<file path="config.mk">
export PLATFORM = sky130hd
export DESIGN_NAME = bmu_ram
export DESIGN_NICKNAME = d
export VERILOG_FILES = /design/src/sv/bmu_ram.sv
export SDC_FILE = /design/constraint.sdc
export NUM_CORES = 1
export LEC_CHECK = 0
export BUFFER_PORTS_ARGS = -buffer_cell sky130_fd_sc_hd__buf_2
export CAP_MARGIN = 20
export CORE_ASPECT_RATIO = 0.5
export CORE_MARGIN = 8
export CORE_UTILIZATION = 59
export DETAILED_ROUTE_END_ITERATION = 8
export PLACE_DENSITY_LB_ADDON = 0.3
export RECOVER_POWER = 50
export SLEW_MARGIN = 10
export SYNTH_ARGS = -nofsm -noshare
export SYNTH_HDL_FRONTEND = slang
export SYNTH_SLANG_ARGS = --single-unit
export TNS_END_PERCENT = 20
</file>
<file path="constraint.sdc">
create_clock -name clock -period 1.85 [get_ports clock]
set_input_delay 0.185 -clock clock [delete_from_list [all_inputs] [get_ports clock]]
set_output_delay 0.185 -clock clock [all_outputs]
set_load 0.03 [all_outputs]
</file>
<file path="src/sv/bmu_ram.sv">
module bmu_ram #(
   parameter int WIDTH = 8,
   parameter int DEPTH = 16
) (
   input  logic                     clock,
   input  logic                     wr_en,
   input  logic [$clog2(DEPTH)-1:0] wr_addr,
   input  logic [WIDTH-1:0]         wr_data,
   input  logic [$clog2(DEPTH)-1:0] rd_addr,
   output logic [WIDTH-1:0]         rd_data
);
   logic [WIDTH-1:0] mem_ff [DEPTH];
   logic [WIDTH-1:0] rd_data_ff;

   // One write port and one registered read port.
   always_ff @(posedge clock) begin
      if (wr_en) begin
         mem_ff[wr_addr] <= wr_data;
      end
      rd_data_ff <= mem_ff[rd_addr];
   end

   assign rd_data = rd_data_ff;
endmodule

</file>
Yosys cells after proc, flatten, opt, wreduce, memory -nomap -nowiden
Memory sizes are Yosys's and may differ from the RTL's. A register that Yosys moved wholly into a read port is not among the register bits.
Cells that the tools add are included.
W data, S select, Z words.
{"block": "word_totals", "reg_bits": 0, "ram_bits": 128, "output_inout_bits": 8, "word_cells": 3, "n_memories": 1}
{"block": "op_classes", "mux": 2}
{"memory": "mem_ff", "depth": 16, "width": 8, "read_ports": 1, "rd_ports_with_merged_regs": 1, "wr": 1, "line": "12", "text": "logic [WIDTH-1:0] mem_ff [DEPTH];"}
{"operator": "$mux W1", "count": 2}

Longest topological paths before layout
Gate-level depths: netlist (run 1).
{"block": "depth", "word_depth": 2, "depth_mapped": 5}

Worst setup path before layout (run 1)
OpenSTA, ideal clock, no wires.
{"block": "synth_timing", "path_type": "input to register", "from": "in wr_addr[2]", "to": "mem mem_ff[0][0], enable pin", "arrival_time_ns": 1.295, "required_time_ns": 1.467, "path_slack_ns": 0.172, "stages": 2, "path_buffers": 0, "path_cell_list": "or3b_2 -> nor3_1"}
{"item": "start, declared", "line": "7", "text": "input logic [$clog2(DEPTH)-1:0] wr_addr,"}
{"item": "end, declared", "line": "12"}
Straight into the memory's write port.

==> flow_summary.json, run 1 <==
{
  "cp.required_ps": 2140,
  "drc": 0,
  "ant_nets": 0,
  "drt_wl_total_um": 10400,
  "syn_nets": 247,
  "reg2reg_slack_ps": 400,
  "port_buffers": 25,
  "min_period_ps": 1450,
  "end_kind": "flip-flop",
  "routed_via_density": 6.16,
  "fin_crit_sh_pct": 78.2,
  "critical_path_cell_count": 3,
  "diodes": 0,
  "post_cts_resized": 0,
  "antenna_found_initial": 0,
  "seq_power_share_pct": 49.8,
  "holdBufCountCts": 0,
  "p_leak_nw": 2.06,
  "die_height_um": 82.0,
  "switching_share_pct": 19.6,
  "intPower_mw": 5.60,
  "hold_class": "input pin to flip-flop",
  "drt_iter0_markers": 296,
  "nets": 302,
  "synth_top_area_cell": "edfxtp_1",
  "placementRows": 24,
  "syn_inst": 229,
  "critPathKind": "flip-flop to flip-flop",
  "fmax_mhz": 692,
  "synth.top_cell.area_share_pct": 74.7,
  "status": "finished, final reports clean",
  "drive_gt1_share_pct": 27.0,
  "clk_path_buf_depth": 2,
  "power_density_mw_per_mm2": 1150,
  "finalMaxSlewViolations": 0,
  "clk_latency_ps": 410,
  "finalSetupTns_ps": 0,
  "drv_cap": 0,
  "cp.arrival_ps": 1730,
  "initial_core_util_pct": 59.9,
  "hpwlAfterDp_um": 6560,
  "finClkSkew_ps": 6.28,
  "worst_pin_slew_ps": 768,
  "vdd_drop_max_mv": 0.751,
  "setup_viol": 0,
  "synth.cell_area_mm2": 0.00515,
  "hold_ws_ps": 283,
  "cts_root_buffer": "clkbuf_16",
  "io_pins": 26,
  "avgSynthCellArea_um2": 22.5,
  "overflow": 0,
  "path_buf_inv": 0,
  "grt_pass1_vias": 2595,
  "post_cts_buffers": 0,
  "utilization_pct": 70.5,
  "cts_made_buffers": 17,
  "finalHoldViolations": 0,
  "synth_seq_cells": 136,
  "rsz0062_at_grt": "no",
  "die-area_mm2": 0.0122,
  "slowest_stage": "mux4_1",
  "cp-start-kind": "flip-flop",
  "area_delta_synth_final_pct": 17.7,
  "synth_cell_types": 19,
  "layout_commonest_cell": "edfxtp_1",
  "crit-reg2reg-launch": "mem_ff[1][2]",
  "cpLargestDelayFamily": "multiplexers",
  "timing.rr.end": "rd_data[2]",
  "combPwrFrac_pct": 5.3,
  "htreeDepth": 4,
  "synthTopCellsByArea": "edfxtp_1 75%, mux4_2 7.9%, mux4_1 7.1%, dfxtp_1 3.1%, a22oi_1 2.3%",
  "wl_per_cell_um": 25.2,
  "clkSinkCount": 136,
  "path_cells": "mux4_1, a22oi_1, nand2_1",
  "grt_pass1_wl_um": 15800,
  "track_usage_pct": 18.8,
  "p_sw_mw": 1.37,
  "place_inst": 382,
  "fin_ws_ps": 404,
  "gp_congestion": 0.775,
  "clkSlewWorstSetupHoldPaths_ps": 50,
  "endpoint": "rd_data[2]",
  "yosys_warnings": 0,
  "yosysSeqAreaShare_pct": 77.8,
  "cts_tree": "done",
  "critPathMaxStageDelay_ps": 540,
  "dr.pass1.iters": 5,
  "num_vias": 2546,
  "clkPwrFrac_pct": 44.9,
  "final_cell_count_no_fill": 413,
  "relSlewSlack_pct": 48.8,
  "final_cell_mix": "128 x edfxtp_1, 18 x mux4_2, 18 x buf_4, 17 x clkbuf_16",
  "worstPathMaxFanout": 1,
  "grt_start_max_net_pins": 25,
  "r2r_cells": 3,
  "die_w_um": 148,
  "cp-startpoint": "mem_ff[1][2]",
  "core_mm2": 0.00859,
  "dp_slack_ps": 162
}
-- worst min-delay path by stage --
stage / from / end / slack, ps / depth (start not counted)
2_1_floorplan: wr_data[0] / mem_ff[0][0] / 280 / 0
3_3_place_gp: wr_data[0] / mem_ff[6][0] / 580 / 1
3_5_place_dp: wr_data[1] / mem_ff[13][1] / 590 / 1
4_1_cts: wr_data[1] / mem_ff[8][1] / 150 / 1
5_1_grt: wr_addr[2] / mem_ff[3][5] / 280 / 3
6_report: wr_addr[2] / mem_ff[3][5] / 280 / 3
-- stage by stage --
step | power [mW] | area, µm²
finish | 6.97 | 6060
global route | 7.18 | 6060
CTS | 7.02 | 6070
global placement | 3.89 | 5520
floorplan | 3.74 | 5150
detailed placement | 3.90 | 5520
-- flip-flops by register name (all words and copies together) (netlist names) --
signal	flops
mem_ff	128
rd_data	8
-- cell usage after synthesis --
library cell     count
edfxtp_1           128
mux4_2              18
a22oi_1             16
mux4_1              14
nor2_1              13
nand2_1              9
dfxtp_1              8
nor3_1               4
buf_2                3
buf_6                3
clkdlybuf4s25_2      3
nand2b_1             2
nand3b_1             2
and2_1               1
and2b_1              1
buf_4                1
nand3_1              1
nor2b_1              1
or3b_2               1
-- layout make-up --
cell class	count	area, µm²
Sequential cell	136	4000
Clock inverter	3	40.0
Multi-Input combinational cell	83	1060
Clock buffer	28	517
Timing Repair Buffer	46	293
Fill cell	524	2530
Tap cell	117	146
-- power by group through the flow --
stage	combinational [mW]	clock, mW	sequential (mW)
2_1_floorplan	0.175	0	3.56
3_3_place_gp	0.359	0	3.53
3_5_place_dp	0.370	0	3.53
4_1_cts	0.374	3.18	3.47
5_1_grt	0.390	3.31	3.48
6_report	0.367	3.13	3.47
-- tightest hold or removal path, delay by kind of cell --
kind | cells | cell delay (ps)
AND/OR/NAND/NOR | 2 | 230
buffers and inverters | 1 | 110
-- cell families after synthesis --
family	count (synthesis)	share of synthesized area, %
compound gates	16	2.33
simple gates	35	3.18
buf+inv	10	1.68
mux	32	15.0
flops	136	77.8
-- layer usage --
layer	GRT usage [%]	up-vias	wire length, µm
met3	5.83	14	818
met4	8.07	0	130
li1	-	1084	-
met1	25.1	1327	4520
met2	28.6	121	4930
met5	0	-	0
(Power assumes the default switching activity.)
==> inputs of run 2 (changes only) <==
Settings changed: ABC_AREA set to 1.
Clock period 1.85 ns to 1.45 ns, I/O delays scaled along.
==> run 2 against run 1 <==
Net effect: critical path depth shrank 2; combinational power is 64% higher; non-clock buffer count increased by 4; wire length is 25% higher; clock-buffer cell count down 5; worst setup slack got worse by 62 ps; sequential power rose by 28%; power increased by 26%; synthesized cell count increased by 140%; register-to-register slack is essentially flat; largest cell class unchanged; largest power group unchanged.
==> flow_summary.json, run 2 <==
{
  "wl_per_cell_um": 17.5,
  "synth.cell_area_mm2": 0.00577,
  "finClkSkew_ps": 5.43,
  "cts_tree": "done",
  "drc": 0,
  "r2r_cells": 6,
  "fmax_mhz": 903,
  "place_inst": 712,
  "cts_root_buffer": "clkbuf_16",
  "grt_start_max_net_pins": 41,
  "dp_slack_ps": 246,
  "core_mm2": 0.00948,
  "die_w_um": 156,
  "ant_nets": 0,
  "hpwlAfterDp_um": 8080,
  "die_height_um": 85.9,
  "final_cell_mix": "173 x nand2_1, 128 x edfxtp_1, 100 x inv_1, 97 x nand3_1, 20 x buf_4",
  "drv_cap": 0,
  "cp-start-kind": "flip-flop",
  "die-area_mm2": 0.0134,
  "num_vias": 3886,
  "critical_path_cell_count": 1,
  "crit-reg2reg-launch": "mem_ff[7][2]",
  "post_cts_buffers": 0,
  "vdd_drop_max_mv": 0.932,
  "syn_inst": 551,
  "track_usage_pct": 20.5,
  "diodes": 0,
  "synth_ff_type": "edfxtp_1",
  "synthAdderAreaFrac_pct": 0,
  "cp.arrival_ps": 960,
  "port_buffers": 25,
  "clk_latency_ps": 410,
  "worstPathMaxFanout": 1,
  "multi_input_area_mm2": 0.00121,
  "routed_via_density": 5.24,
  "synth_xor_area_share_pct": 0,
  "worst_pin_slew_ps": 888,
  "yosysSeqAreaShare_pct": 69.4,
  "synth_seq_cells": 136,
  "initial_core_util_pct": 60.8,
  "yosys_warnings": 0,
  "htreeDepth": 4,
  "io_pins": 26,
  "path_buf_inv": 1,
  "synthMuxAreaShare_pct": 0,
  "dr.pass1.iters": 5,
  "n_fill_cell": 648,
  "power_density_mw_per_mm2": 1330,
  "placementRows": 25,
  "min_period_ps": 1110,
  "final_cell_count_no_fill": 742,
  "grt_pass1_vias": 3753,
  "hold_class": "input pin to flip-flop",
  "clkSinkCount": 136,
  "synth-edff-count": 128,
  "p_leak_nw": 2.87,
  "fin_ws_ps": 342,
  "nets": 614,
  "async_flop_share_pct": 0,
  "drt_iter0_markers": 511,
  "regMostFlops": "mem_ff",
  "whs_endpoint": "rd_data[4]",
  "path_cells": "buf_2",
  "grt_pass1_wl_um": 20300,
  "drt_wl_total_um": 13000,
  "clkSlewWorstSetupHoldPaths_ps": 50,
  "end_kind": "output port",
  "drive_gt1_share_pct": 9.88,
  "yosys.area_share.simple_pct": 21.0,
  "critPathKind": "flip-flop to output port",
  "synth_top_area_cell": "edfxtp_1",
  "finalHoldViolations": 0,
  "hp-start": "rd_addr[3]",
  "synth.top_cell.area_share_pct": 66.7,
  "reg2reg_slack_ps": 390,
  "slowest_stage": "dfxtp_1",
  "overflow": 0,
  "setup_viol": 0,
  "status": "finished, final reports clean",
  "finalMaxSlewViolations": 0,
  "finalSetupTns_ps": 0,
  "layout_commonest_cell": "nand2_1",
  "area_delta_synth_final_pct": 14.5,
  "yosysMostFrequentCell": "nand2_1",
  "gp_congestion": 0.829,
  "min_path_cells": 3,
  "synth_cell_types": 12,
  "relSlewSlack_pct": 40.8,
  "seq_area_mm2": 0.00400,
  "synthTopCellsByArea": "edfxtp_1 67%, nand2_1 11%, nand3_1 8.4%, inv_1 6.5%, dfxtp_1 2.8%",
  "antenna_found_initial": 0,
  "synth_commonest_cells": "173 x nand2_1, 128 x edfxtp_1, 100 x inv_1",
  "clk_path_buf_depth": 2,
  "cpLargestDelayFamily": "flip-flops",
  "syn_nets": 569,
  "timing.rr.end": "rd_data[2]",
  "avgSynthCellArea_um2": 10.5,
  "rsz0062_at_grt": "no",
  "post_cts_resized": 0,
  "largest_reg_flops": 128,
  "synth_top_family_by_area": "simple AND/OR/NAND/NOR gates",
  "critPathMaxStageDelay_ps": 340,
  "holdBufCountCts": 0,
  "synth_compound_area_share_pct": 0,
  "utilization_pct": 69.7,
  "cp.required_ps": 1310,
  "cts_made_buffers": 17,
  "fin_crit_sh_pct": 76.4
}
==> run 2: changes by cell type after synthesis, sizes merged, moves of 3 or more <==
| cell | before | now |
|---|---|---|
| a22oi | 16 | 0 |
| buf | 7 | 24 |
| clkdlybuf4s25 | 3 | 0 |
| inv | 0 | 102 |
| mux4 | 32 | 0 |
| nand2 | 9 | 173 |
| nand3 | 1 | 97 |
| nor2 | 13 | 17 |
| nor3 | 4 | 0 |
==> run 2: stage by stage <==
stage / power [mW] / area, µm² / hold WS, ps
after detailed placement: 5.10 / 6120 / 504
after global placement: 5.09 / 6120 / 506
after global routing: 8.99 / 6600 / 99.1
after CTS: 8.77 / 6620 / 74.6
after floorplan: 4.86 / 5770 / 244
final: 8.75 / 6600 / 89.7
==> run 2: kinds of logic after synthesis <==
family,count (synthesis)
and+or+nand+nor,289
DFF,136
buffers and inverters,126
==> run 2: worst max path at each step <==
stage | slack, ps | endpoint | from
final | 340 | rd_data[4] | rd_data[4]
after global routing | 290 | rd_data[2] | mem_ff[7][2]
after CTS | 330 | rd_data[4] | rd_data[4]
after detailed placement | 250 | rd_data[3] | rd_addr[0]
after global placement | 260 | rd_data[1] | rd_addr[1]
after floorplan | 350 | mem_ff[10][0] | wr_addr[2]
==> run 2: routing by layer <==
metal | up-vias | share of wire (%) | global-route usage (%)
met1 | 1841 | 44 | 27.4
li1 | 1862 | - | -
met3 | 20 | 8.1 | 4.86
met2 | 163 | 47 | 32.2
met5 | - | 0 | 0
met4 | 0 | 1.5 | 7.52
==> run 2: layout make-up <==
class	count	share of cell area (%)
Clock buffer	23	6.78
Clock inverter	7	0.834
Inverter	102	5.80
Multi-Input combinational cell	289	18.4
Sequential cell	136	60.6
Tap cell	135	2.56
Timing Repair Buffer	50	5.00
==> run 2: power by group <==
group	internal [mW]	leakage, nW	switching, mW	total, mW
clock	2.30	0.245	1.42	3.72
combinational	0.166	1.40	0.434	0.601
sequential	4.40	1.22	0.0246	4.43
total	6.87	2.87	1.88	8.75
==> inputs of run 3 (changes only) <==
Clock period 1.45 ns to 1.1 ns, I/O delays scaled along.
==> run 3 against run 2 <==
Net effect: power rose by 45%; combinational power rose by 41%; worst setup slack got worse by 310 ps; critical path depth rose by 5; clock skew rose by 1.5 ps; via count rose by 4.2%; critical path type is now flip-flop to flip-flop; critical endpoint is now rd_data[1].
==> flow_summary.json, run 3 (synthesis results as in run 2) <==
{
  "p_leak_nw": 2.96,
  "die_w_um": 156,
  "drive_gt1_share_pct": 13.4,
  "critPathMaxStageDelay_ps": 360,
  "htreeDepth": 4,
  "regMostFlops": "mem_ff",
  "grt_pass1_vias": 3931,
  "die_height_um": 85.9,
  "grt_pass1_wl_um": 21500,
  "area_delta_synth_final_pct": 18.4,
  "drt_wl_total_um": 13800,
  "dp_slack_ps": -80.9,
  "track_usage_pct": 21.8,
  "utilization_pct": 72.0,
  "cp-start-kind": "flip-flop",
  "worst_pin_slew_ps": 870,
  "timing.rr.end": "rd_data[1]",
  "whs_endpoint": "rd_data[5]",
  "clkSinkCount": 136,
  "diodes": 0,
  "end_kind": "flip-flop",
  "hpwlAfterDp_um": 8360,
  "relSlewSlack_pct": 42.0,
  "overflow": 0,
  "hp-start": "rd_addr[3]",
  "clk_latency_ps": 420,
  "power_density_mw_per_mm2": 1860,
  "status": "finished, final reports clean",
  "fin_ws_ps": 28.0,
  "place_inst": 716,
  "clk_path_buf_depth": 2,
  "path_buf_inv": 1,
  "drv_cap": 0,
  "port_buffers": 25,
  "setup_viol": 0,
  "reg2reg_slack_ps": 30,
  "worstPathMaxFanout": 1,
  "finalHoldViolations": 0,
  "ant_nets": 0,
  "slowest_stage": "edfxtp_1",
  "path_cells": "inv_1, nand2_1, nand3_1, nand3_2, nand3_1, nand2_1",
  "initial_core_util_pct": 60.8,
  "num_vias": 4050,
  "antenna_found_initial": 0,
  "cpLargestDelayFamily": "simple AND/OR/NAND/NOR gates",
  "critPathKind": "flip-flop to flip-flop",
  "nets": 618,
  "dr.pass1.iters": 5,
  "gp_congestion": 0.829,
  "grt_start_max_net_pins": 33,
  "cts_made_buffers": 17,
  "cts_tree": "done",
  "die-area_mm2": 0.0134,
  "cp.arrival_ps": 1380,
  "cp.required_ps": 1400,
  "final_cell_mix": "173 x nand2_1, 128 x edfxtp_1, 100 x inv_1, 93 x nand3_1, 22 x buf_4",
  "drc": 0,
  "placementRows": 25,
  "min_path_cells": 3,
  "fin_crit_sh_pct": 97.5,
  "core_mm2": 0.00948,
  "cts_root_buffer": "clkbuf_16",
  "vdd_drop_max_mv": 1.31,
  "fmax_mhz": 933,
  "r2r_cells": 6,
  "routed_via_density": 5.41,
  "largest_reg_flops": 128,
  "drt_iter0_markers": 586,
  "wl_per_cell_um": 18.5,
  "finClkSkew_ps": 6.91,
  "hold_class": "input pin to flip-flop",
  "post_cts_buffers": 0,
  "crit-reg2reg-launch": "mem_ff[15][1]",
  "n_fill_cell": 621,
  "min_period_ps": 1070,
  "io_pins": 26,
  "final_cell_count_no_fill": 748,
  "clkSlewWorstSetupHoldPaths_ps": 60,
  "finalMaxSlewViolations": 0,
  "layout_commonest_cell": "nand2_1"
}
-- run 3: cell types whose count changed in the layout (fill, tap and decap cells not counted), sizes merged --
cell,previous run,this run
inv,102,103
clkinvlp,0,5
bufinv,1,4
buf,38,41
clkbuf,35,30
clkinv,6,5
-- run 3: metal layers --
metal	wire [µm]	track usage [%]
met1	5550	28.6
met3	1350	5.17
met2	6650	34.6
met5	0	0
met4	275	9.00
-- run 3: metrics by stage --
step	cell area [µm²]	hold WS [ps]	TNS [ps]	total power [mW]
5_1_grt	6830	66.6	-9.37	13.0
3_5_place_dp	6190	483	-1580	6.76
4_1_cts	6820	44.6	0	12.7
6_report	6830	59.6	0	12.7
2_1_floorplan	5770	209	0	6.41
3_3_place_gp	6190	471	-772	6.73
-- run 3: worst max path at each step --
stage	start	cells after the start	slack [ps]	endpoint
after global placement	rd_addr[0]	8	-50	rd_data[7]
after detailed placement	rd_addr[0]	7	-80	rd_data[1]
after global routing	mem_ff[14][1]	6	-7	rd_data[1]
after floorplan	wr_addr[3]	2	40	mem_ff[4][0]
after CTS	rd_data[7]	1	10	rd_data[7]
final	mem_ff[15][1]	6	30	rd_data[1]
-- run 3: cell type report --
type / instances / area [µm²] / share of cell area, %
clock buffer: 17 / 425 / 6.23
clock inverter: 15 / 203 / 2.97
tap: 135 / 169 / 2.47
multi-input combinational: 289 / 1230 / 18.1
inverter: 102 / 383 / 5.61
timing repair buffer: 54 / 410 / 6.01
sequential: 136 / 4000 / 58.6
-- run 3: power breakdown --
| part | switching [mW] | internal (mW) | leakage, nW |
|---|---|---|---|
| Sequential | 0.0366 | 5.80 | 1.22 |
| Clock | 2.21 | 3.80 | 0.291 |
| Combinational | 0.598 | 0.252 | 1.45 |
| Total | 2.84 | 9.84 | 2.96 |
-- run 3: repair_timing --
item,4_1_cts,5_1_grt
hold endpoints to repair,0,0
setup endpoints to repair,0,7
hold buffers,0,0
gates resized for setup,0,7
-- run 3: tightest hold or removal path, delay by kind of cell --
| kind | cells | cell delay [ps] |
|---|---|---|
| and+or+nand+nor | 2 | 140 |
| buffers and inverters | 1 | 170 |
